===== src/hdl/t3si_pkg.sv =====
// Package for the 3D turtle interpreter: item types, action codes and the
// fixed-point helpers for the core and its output queue. No dependencies.
package t3si_pkg;

  localparam int STACK_DEPTH_DEF = 64;
  localparam int OUTQ_DEPTH      = 4;

  localparam logic [3:0] ACT_MOVE    = 4'd0;
  localparam logic [3:0] ACT_YAW_P   = 4'd1;
  localparam logic [3:0] ACT_YAW_M   = 4'd2;
  localparam logic [3:0] ACT_PITCH_P = 4'd3;
  localparam logic [3:0] ACT_PITCH_M = 4'd4;
  localparam logic [3:0] ACT_ROLL_P  = 4'd5;
  localparam logic [3:0] ACT_ROLL_M  = 4'd6;
  localparam logic [3:0] ACT_TURN    = 4'd7;
  localparam logic [3:0] ACT_PUSH    = 4'd8;
  localparam logic [3:0] ACT_POP     = 4'd9;
  localparam logic [3:0] ACT_END     = 4'd10;

  localparam logic CFG_COS = 1'b0;
  localparam logic CFG_SIN = 1'b1;

  localparam logic signed [31:0] ONE_Q30 = 32'sd1073741824;

  typedef logic [2:0][31:0] vec_t;

  typedef struct packed {
    vec_t pos;
    vec_t hd;
    vec_t lf;
    vec_t up;
  } turtle_t;

  typedef struct packed {
    logic [3:0] action;
    logic       draw_line;
  } in_item_t;

  typedef struct packed {
    logic signed [31:0] point_x;
    logic signed [31:0] point_y;
    logic signed [31:0] point_z;
    logic               joins_previous;
    logic               stack_fault;
    logic               last_of_run;
  } out_item_t;

  function automatic logic [31:0] sat32(input logic signed [65:0] v);
    logic [31:0] r;
    if (v > 66'sd2147483647) r = 32'h7fff_ffff;
    else if (v < -66'sd2147483648) r = 32'h8000_0000;
    else r = v[31:0];
    return r;
  endfunction

  // x*c + y*s, rounded to Q2.30 by floor of (+2^29) >> 30, saturated
  function automatic logic [31:0] rot(input logic signed [31:0] x,
                                      input logic signed [31:0] y,
                                      input logic signed [31:0] c,
                                      input logic signed [32:0] s);
    logic signed [65:0] acc;
    acc = 66'(x) * 66'(c) + 66'(y) * 66'(s) + 66'sd536870912;
    return sat32(acc >>> 30);
  endfunction

  // Q2.30 heading component to Q16.16 step, added to position
  function automatic logic [31:0] step(input logic signed [31:0] p,
                                       input logic signed [31:0] h);
    logic signed [65:0] d;
    d = (66'(h) + 66'sd8192) >>> 14;
    return sat32(66'(p) + d);
  endfunction

endpackage


===== src/hdl/t3si_outq.sv =====
// Small result queue for the turtle interpreter: takes up to two items per
// cycle, hands out one while out_stall is low. Depends on t3si_pkg.
module t3si_outq
  import t3si_pkg::*;
(
  input  logic      clk,
  input  logic      rst_n,
  input  logic [1:0] wr_n,
  input  out_item_t wr_d0,
  input  out_item_t wr_d1,
  output logic      room2,
  output logic      out_valid,
  input  logic      out_stall,
  output out_item_t out_data
);

  localparam int AW = $clog2(OUTQ_DEPTH);

  out_item_t          mem [OUTQ_DEPTH];
  logic [AW-1:0]      head_r, tail_r;
  logic [AW:0]        cnt_r, cnt_nxt;
  logic               rd;

  assign out_valid = (cnt_r != '0);
  assign out_data  = mem[head_r];
  assign rd        = out_valid && !out_stall;
  assign room2     = (cnt_r <= (AW+1)'(OUTQ_DEPTH - 2));
  assign cnt_nxt   = cnt_r + (AW+1)'(wr_n) - (AW+1)'(rd);

  always_ff @(posedge clk) begin
    if (wr_n != 2'd0) mem[tail_r] <= wr_d0;
    if (wr_n == 2'd2) mem[tail_r + AW'(1)] <= wr_d1;
  end

  always_ff @(posedge clk) begin
    if (!rst_n) begin
      head_r <= '0;
      tail_r <= '0;
      cnt_r  <= '0;
    end else begin
      tail_r <= tail_r + AW'(wr_n);
      if (rd) head_r <= head_r + AW'(1);
      cnt_r <= cnt_nxt;
    end
  end

`ifndef ASSERT_OFF
  a_no_overflow: assert property (@(posedge clk) disable iff (!rst_n)
    cnt_r <= (AW+1)'(OUTQ_DEPTH)) else $error("result queue overflow");
  a_two_needs_room: assert property (@(posedge clk) disable iff (!rst_n)
    (wr_n == 2'd2) |-> (cnt_r <= (AW+1)'(OUTQ_DEPTH - 2)))
    else $error("double write without room");
`endif

endmodule


===== config.mk =====
export PLATFORM = sky130hd
export DESIGN_NAME = t3si_outq
export DESIGN_NICKNAME = d
export VERILOG_FILES = /design/src/hdl/t3si_pkg.sv /design/src/hdl/t3si_outq.sv
export SDC_FILE = /design/constraint.sdc
export NUM_CORES = 1
export LEC_CHECK = 0
export ABC_AREA = 1
export BUFFER_PORTS_ARGS = -buffer_cell sky130_fd_sc_hd__buf_2
export CAP_MARGIN = 20
export CORE_ASPECT_RATIO = 0.75
export CORE_UTILIZATION = 57
export CTS_BUF_LIST = sky130_fd_sc_hd__clkbuf_16
export DETAILED_ROUTE_END_ITERATION = 10
export PLACE_DENSITY_LB_ADDON = 0.3
export SLEW_MARGIN = 20
export SYNTH_ARGS = -nofsm -noshare
export SYNTH_HDL_FRONTEND = slang
export SYNTH_SLANG_ARGS = --single-unit

===== constraint.sdc =====
create_clock -name clk -period 10.6 [get_ports clk]
set_input_delay 1.06 -clock clk [delete_from_list [all_inputs] [get_ports clk]]
set_output_delay 1.06 -clock clk [all_outputs]
set_load 0.01 [all_outputs]

[Word level (Yosys, flattened, before mapping)]
Memories as Yosys holds them, arrays and structs flattened. A register that Yosys moved wholly into a read port is not among the register bits.
Cells that the tools add are included.
Widths: inputs -> output; s select.
Word-level totals
  memories: 1
  input bits: 203
  bits in writable memories: 396
  flip-flop bits (word level): 7
  word-level logic and storage cells: 21
Cells by class
  multiplexer cells: 6
  add/sub/neg operators: 5
  reductions and logical operators: 4
  equality and inequality tests: 1
  magnitude comparators: 1
Memories
  mem: depth 4, width 99, read ports 1, clocked after Yosys merged registers in 1, write ports 2, line t3si_outq.sv:19  | out_item_t mem [OUTQ_DEPTH];
Operators with widths (number)
  $add 2x1->2 const B: 2
  $mux 1: 4
  $mux 2: 2
  $add 3x2->3: 1
  $le 3x2->1 const B: 1
  $reduce_bool 3->1: 1
  $sub 3x1->3: 1
  $add 2x2->2: 1
  $eq 2x2->1 const B: 1
  $reduce_bool 2->1: 1
  $logic_and 1x1->1: 1
  $logic_not 1->1: 1

[Longest topological paths before layout]
Gate-level depths: netlist of run 1.
  word-level depth: 4
  mapped depth: 10
  mapped depth without buffers: 10

[Worst setup path after synthesis of run 1]
Ideal clock, no wire load.
  kind: input to register
  from: input wr_n[1]
  to: memory mem[3][0] (netlist name), enable pin
  arrival: 8.357 ns
  setup slack: 1.541 ns
  library setup time: 0.702 ns
  buffers on the path: 0
  cell stages on the path: 2
  path through: nor2_1 o31ai_1
RTL lines
  start, declared: line t3si_outq.sv:8  | input logic [1:0] wr_n,
  end, declared: line t3si_outq.sv:19

==> results of run 1 <==
power groups by stage:
| stage | sequential, mW | clock [mW] | combinational (mW) |
|---|---|---|---|
| 2_1_floorplan | 2.02 | 0 | 0.701 |
| 3_3_place_gp | 2.04 | 0 | 1.06 |
| 3_5_place_dp | 2.04 | 0 | 1.09 |
| 4_1_cts | 2.01 | 1.34 | 1.10 |
| 5_1_grt | 2.02 | 1.39 | 1.21 |
| 6_report | 2.00 | 1.32 | 1.10 |
worst min-delay path by stage:
stage	start	endpoint	slack [ns]	cells past startpoint
2_1_floorplan	head_r[0]	register	0.45	2
3_3_place_gp	head_r[0]	head_r[0]	0.46	2
3_5_place_dp	head_r[0]	head_r[0]	0.48	2
4_1_cts	head_r[0]	head_r[0]	0.49	2
5_1_grt	head_r[0]	head_r[0]	0.52	2
6_report	head_r[0]	head_r[0]	0.49	2
sequential cells by signal (all words and copies together) (netlist names), named ones only:
signal	flops
head_r	2
tail_r	2
mem	396
cnt_r	3
layout make-up:
class                      count  area (µm²)
antenna                       11        27.5
tap                          450         563
sequential                   405       12100
clock buffer                  41        1030
inverter                     118         449
clock inverter                25         151
fill                        2687       11500
multi-input combinational   1337        6390
timing repair buffer         319        1650
cell families after synthesis:
family          count (synthesis)  share of synthesized area [%]
compound gates                700                           19.2
flops                         405                           61.2
buf+inv                       266                           6.74
simple gates                  632                           12.5
fa+ha+maj                       5                          0.355
cells in the mapped netlist (all sizes together):
library cell  instances  area share [%]
o31ai                 1           0.038
dfxtp                 9            0.91
clkinv                1           0.025
inv                 117             2.2
ha                    4            0.25
o21ai               594              16
clkbuf               74             1.4
o22ai                99             3.1
a21oi                 6            0.15
nand3                 4            0.16
nor2                210             4.1
buf                  74             3.1
fa                    1            0.10
nand2               418             8.3
edfxtp              396              60
layer usage:
metal | track usage (%) | part of all wire (%) | up-vias
met5 | 0 | 0.054 | -
met3 | 4.97 | 9.6 | 95
met1 | 39.0 | 40 | 7484
met2 | 48.3 | 48 | 793
li1 | - | - | 7497
met4 | 9.99 | 2.6 | 4
per-stage QoR:
stage               setup slack (ns)  instances  utilization (%)
floorplan                       1.54       2008                -
global placement                6.44       2628             62.4
detailed placement              6.41       2628             62.4
CTS                             6.13       2694             65.9
global route                    5.91       2701             66.0
finish                          6.10       2706             66.1
worst max-delay path, stage by stage (launching register included):
cell and delay, ns:
dfxtp_4 0.58, buf_4 0.81, buf_4 0.74, o21ai_0 0.20
o22ai_1 0.29, buf_2 0.20
==> metrics.txt, run 1 <==
synth warn=0; ANT nets after route=0; layout cells sized above 1=about a fifth; routed via count=~16000; Peak Freq=222 MHz; Slew Limit Fails=0; final worst path period share=42.5%; clock latency reported for the late side of the worst-skew pair=around 0.53 ns; final hold viol count=0; Area Overhead vs Synth=13.3%; Core ar.=33800 µm²; fin nets=approximately 2400; Max Cap Viol=0; crit end category=primary output; DR pass1 iterations=6; post-synthesis sequential element count=405; syn avg cell area=between 9 and 10 µm²; Post-Route Setup TNS=0 ns; CP Class=register to primary output; pin count of the biggest net entering global routing=approximately 130; switch share=around a third; Seq pwr share=a little under half; min Tclk post-route=about 4.5 ns; grt total ovfl=0; Post CTS Setup Buffer Count=0; clock power share=29.9%; DP Area=21100 µm²; Max FO, Critical Path=91; maximum VDD drop=~130 µV; overall power=approximately 4.4 mW; Gate power share=between 20% and 30%; hold buffers post-CTS=0; routed wire length=between 50000 and 60000 µm; endpoints failing setup=0; status=finished, final reports clean; reg-to-reg slack, setup=about 7.4 ns; Finished Cell Area=roughly 22000 µm²; htree depth=2; Inserted Clock Buffers=40; num ports=304; vias per cell=between 5 and 6; routability cong.=about 0.83; leading cell types in the layout, fill and taps excluded=396 x edfxtp_1, 393 x nand2_1, 303 x buf_2; Iter 0 DRT Violations=between 1500 and 2000; Post-Synthesis Cells=between 2000 and 2500; Die Wd=217 µm; Net Count, Synth=approximately 2200; worst path arrival time=about 3.4 ns; Initial Util=58.3%; commonest non-fill, non-tap cell in the layout=edfxtp_1; Slew headroom=23.4%; global-route wire length before repair=between 70000 and 80000 µm; Synth cell types=27; r2r startpoint=tail_r[0]; Internal=around 3.0 mW; RSZ-0062 raised after global routing=no; Final HPWL DP=between 30000 and 40000 µm; Worst R2R End=mem[0][7]; Die Height=approximately 160 µm; cell row count=between 50 and 60; Sw Pwr=around 1.4 mW; CTS max path bufs=3; vias in the first global route=roughly 15000; Clock transition at path regs=approximately 0.060 ns; Avg WL per Cell=about 19 µm; Worst Setup EP=out_data[7]; sequential area share after synthesis=around three fifths; die area=about 35000 µm²; clock net sink count=around 410; startpoint class of the critical path=register; Leakage=9.26 nW; worst reg-to-reg path cell count=3; Overall Global Routing Usage=29.1%; # DRC=0; clock skew=around 0.013 ns; Worst-Margin Slew=1.15 ns; CP Data Required Time=between 9 and 10 ns; CTS tree=yes; initial antenna violation count=11; worst hold path class=register to register; hold_ws=a little under 0.5 ns; CTS resizes=0; CTS Root Cell=clkbuf_16; Syn Std Cell Area=~20000 µm²; PwrDens=between 150 and 200 nW/µm²; PortBufs=a little over 300
Power figures use the tool's default switching activity.
==> run 2, diff against run 1 <==
==> constraint.sdc (replaced) <==
create_clock -name clk -period 4.2 [get_ports clk]
set_input_delay 0.42 -clock clk [delete_from_list [all_inputs] [get_ports clk]]
set_output_delay 0.42 -clock clk [all_outputs]
set_load 0.01 [all_outputs]
==> run 2 against run 1 <==
Effect of this change:
- clock skew down 0.0012 ns
- first-iteration DRC count shrank 22%
- sequential share of layout area fell by 0.30 points
- die area unchanged
- global-route usage shrank 0.41 points
- sequential power increased to 2.5 times the previous value
- non-clock buffer count up 3
- setup slack lost 4.9 ns
- combinational power grew to 2.6 times the previous value
==> metrics.txt, run 2 (synthesized netlist as in run 1, its figures left out) <==
clock skew=around 0.011 ns; Inserted Clock Buffers=40; Worst-Margin Slew=0.929 ns; Post CTS Setup Buffer Count=0; endpoints failing setup=0; die area=35400 µm²; CP Class=register to primary output; Post-Route Setup TNS=0 ns; CP Buf/Inv Count=2; Die Height=about 160 µm; leading cell types in the layout, fill and taps excluded=396 x edfxtp_1, 393 x nand2_1, 303 x buf_2; vias in the first global route=about 15000; pin count of the biggest net entering global routing=around 200; final worst path period share=a little under three quarters; cell row count=58; vias per cell=5.77; Final HPWL DP=~29000 µm; # DRC=0; min Tclk post-route=a little over 3 ns; CTS tree=yes; Clock transition at path regs=0.06 ns; routability cong.=about 0.80; biggest regs=mem (396), cnt_r (3); final hold viol count=0; commonest non-fill, non-tap cell in the layout=edfxtp_1; Max FO, Critical Path=63; ANT nets after route=0; fin cells=about 2700; overall power=about 11 mW; Largest Register=mem; Die Wd=approximately 220 µm; routed wire length=a little over 50000 µm; CTS Root Cell=clkbuf_16; fin nets=approximately 2400; crit end category=primary output; maximum VDD drop=between 400 and 500 µV; clock latency reported for the late side of the worst-skew pair=between 0.5 and 0.6 ns; CTS max path bufs=3; CP Depth=4; CP Data Required Time=approximately 3.8 ns; DR pass1 iterations=6; slowest CP cell=dfxtp_4; worst hold path depth=3; Max Cap Viol=0; htree depth=2; Avg WL per Cell=approximately 19 µm; initial antenna violation count=12; global-route wire length before repair=78500 µm; RSZ-0062 raised after global routing=no; Peak Freq=331 MHz; Overall Global Routing Usage=between 20% and 30%; layout cells sized above 1=around 20%; hold buffers post-CTS=0; Core ar.=33800 µm²; routed via count=approximately 16000; PwrDens=about 500 nW/µm²; worst hold path class=input port to register; grt total ovfl=0; Area Overhead vs Synth=13.9%; worst path arrival time=2.60 ns; Leakage=approximately 9.3 nW; PortBufs=between 300 and 400; family with the most delay on the worst path=flip-flops; Iter 0 DRT Violations=approximately 1500; CP peak stage delay=about 0.8 ns; status=finished, final reports clean; startpoint class of the critical path=register; placed insts=2632; Initial Util=58.3%; max reg flops=about 400; CTS resizes=0; Slew headroom=a little under two fifths; Slew Limit Fails=0; clock net sink count=~410; num ports=~300; worst reg-to-reg path cell count=5; worst-path cell chain=buf_4 -> o21ai_0 -> o22ai_1 -> buf_2
[run 2: routing by layer]
layer	part of all wire, %	global-route usage [%]	vias up
met5	0.066	0	-
met4	2.7	10.4	6
met3	9.0	5.75	109
met2	49	48.6	704
met1	39	36.8	7339
li1	-	-	7504
[run 2: area by class of cell]
type                    count  area (µm²)
diodes                     12        30.0
clock buffers              42        1050
clock inverters            28         165
fillers                  2644       11400
inverters                 118         449
multi-input cells        1337        6390
flip-flops and latches    405       12100
well taps                 450         563
repair buffers            322        1730
[run 2: metrics by stage]
| step | hold slack (ns) | setup WS [ns] | area, µm² | util (%) |
|---|---|---|---|---|
| 3_3_place_gp | 0.460 | 1.64 | 21200 | 62.7 |
| 2_1_floorplan | 0.448 | 0.600 | 19700 | - |
| 5_1_grt | 0.155 | 0.993 | 22500 | 66.4 |
| 3_5_place_dp | 0.492 | 1.59 | 21200 | 62.7 |
| 4_1_cts | 0.129 | 1.19 | 22400 | 66.3 |
| 6_report | 0.151 | 1.18 | 22500 | 66.4 |
[run 2: report_power, final]
| part | total [mW] | internal (mW) | switching, mW |
|---|---|---|---|
| Sequential | 5.03 | 4.91 | 0.126 |
| Clock | 3.39 | 1.92 | 1.47 |
| Combinational | 2.82 | 0.898 | 1.93 |
[run 2: worst paths after layout]
check | endpoint | start | slack, ns
setup / recovery | out_data[24] | register | 1.18
hold / removal | cnt_r[0] | rst_n | 0.15
setup reg to reg | mem[2][79] | tail_r[0] | 1.65
hold reg to reg | head_r[0] | head_r[0] | 0.51
[run 2: tightest hold or removal path, cell delays in order]
cell	delay, ns
buf_2	0.14
nand2_1	0.06
inv_1	0.04
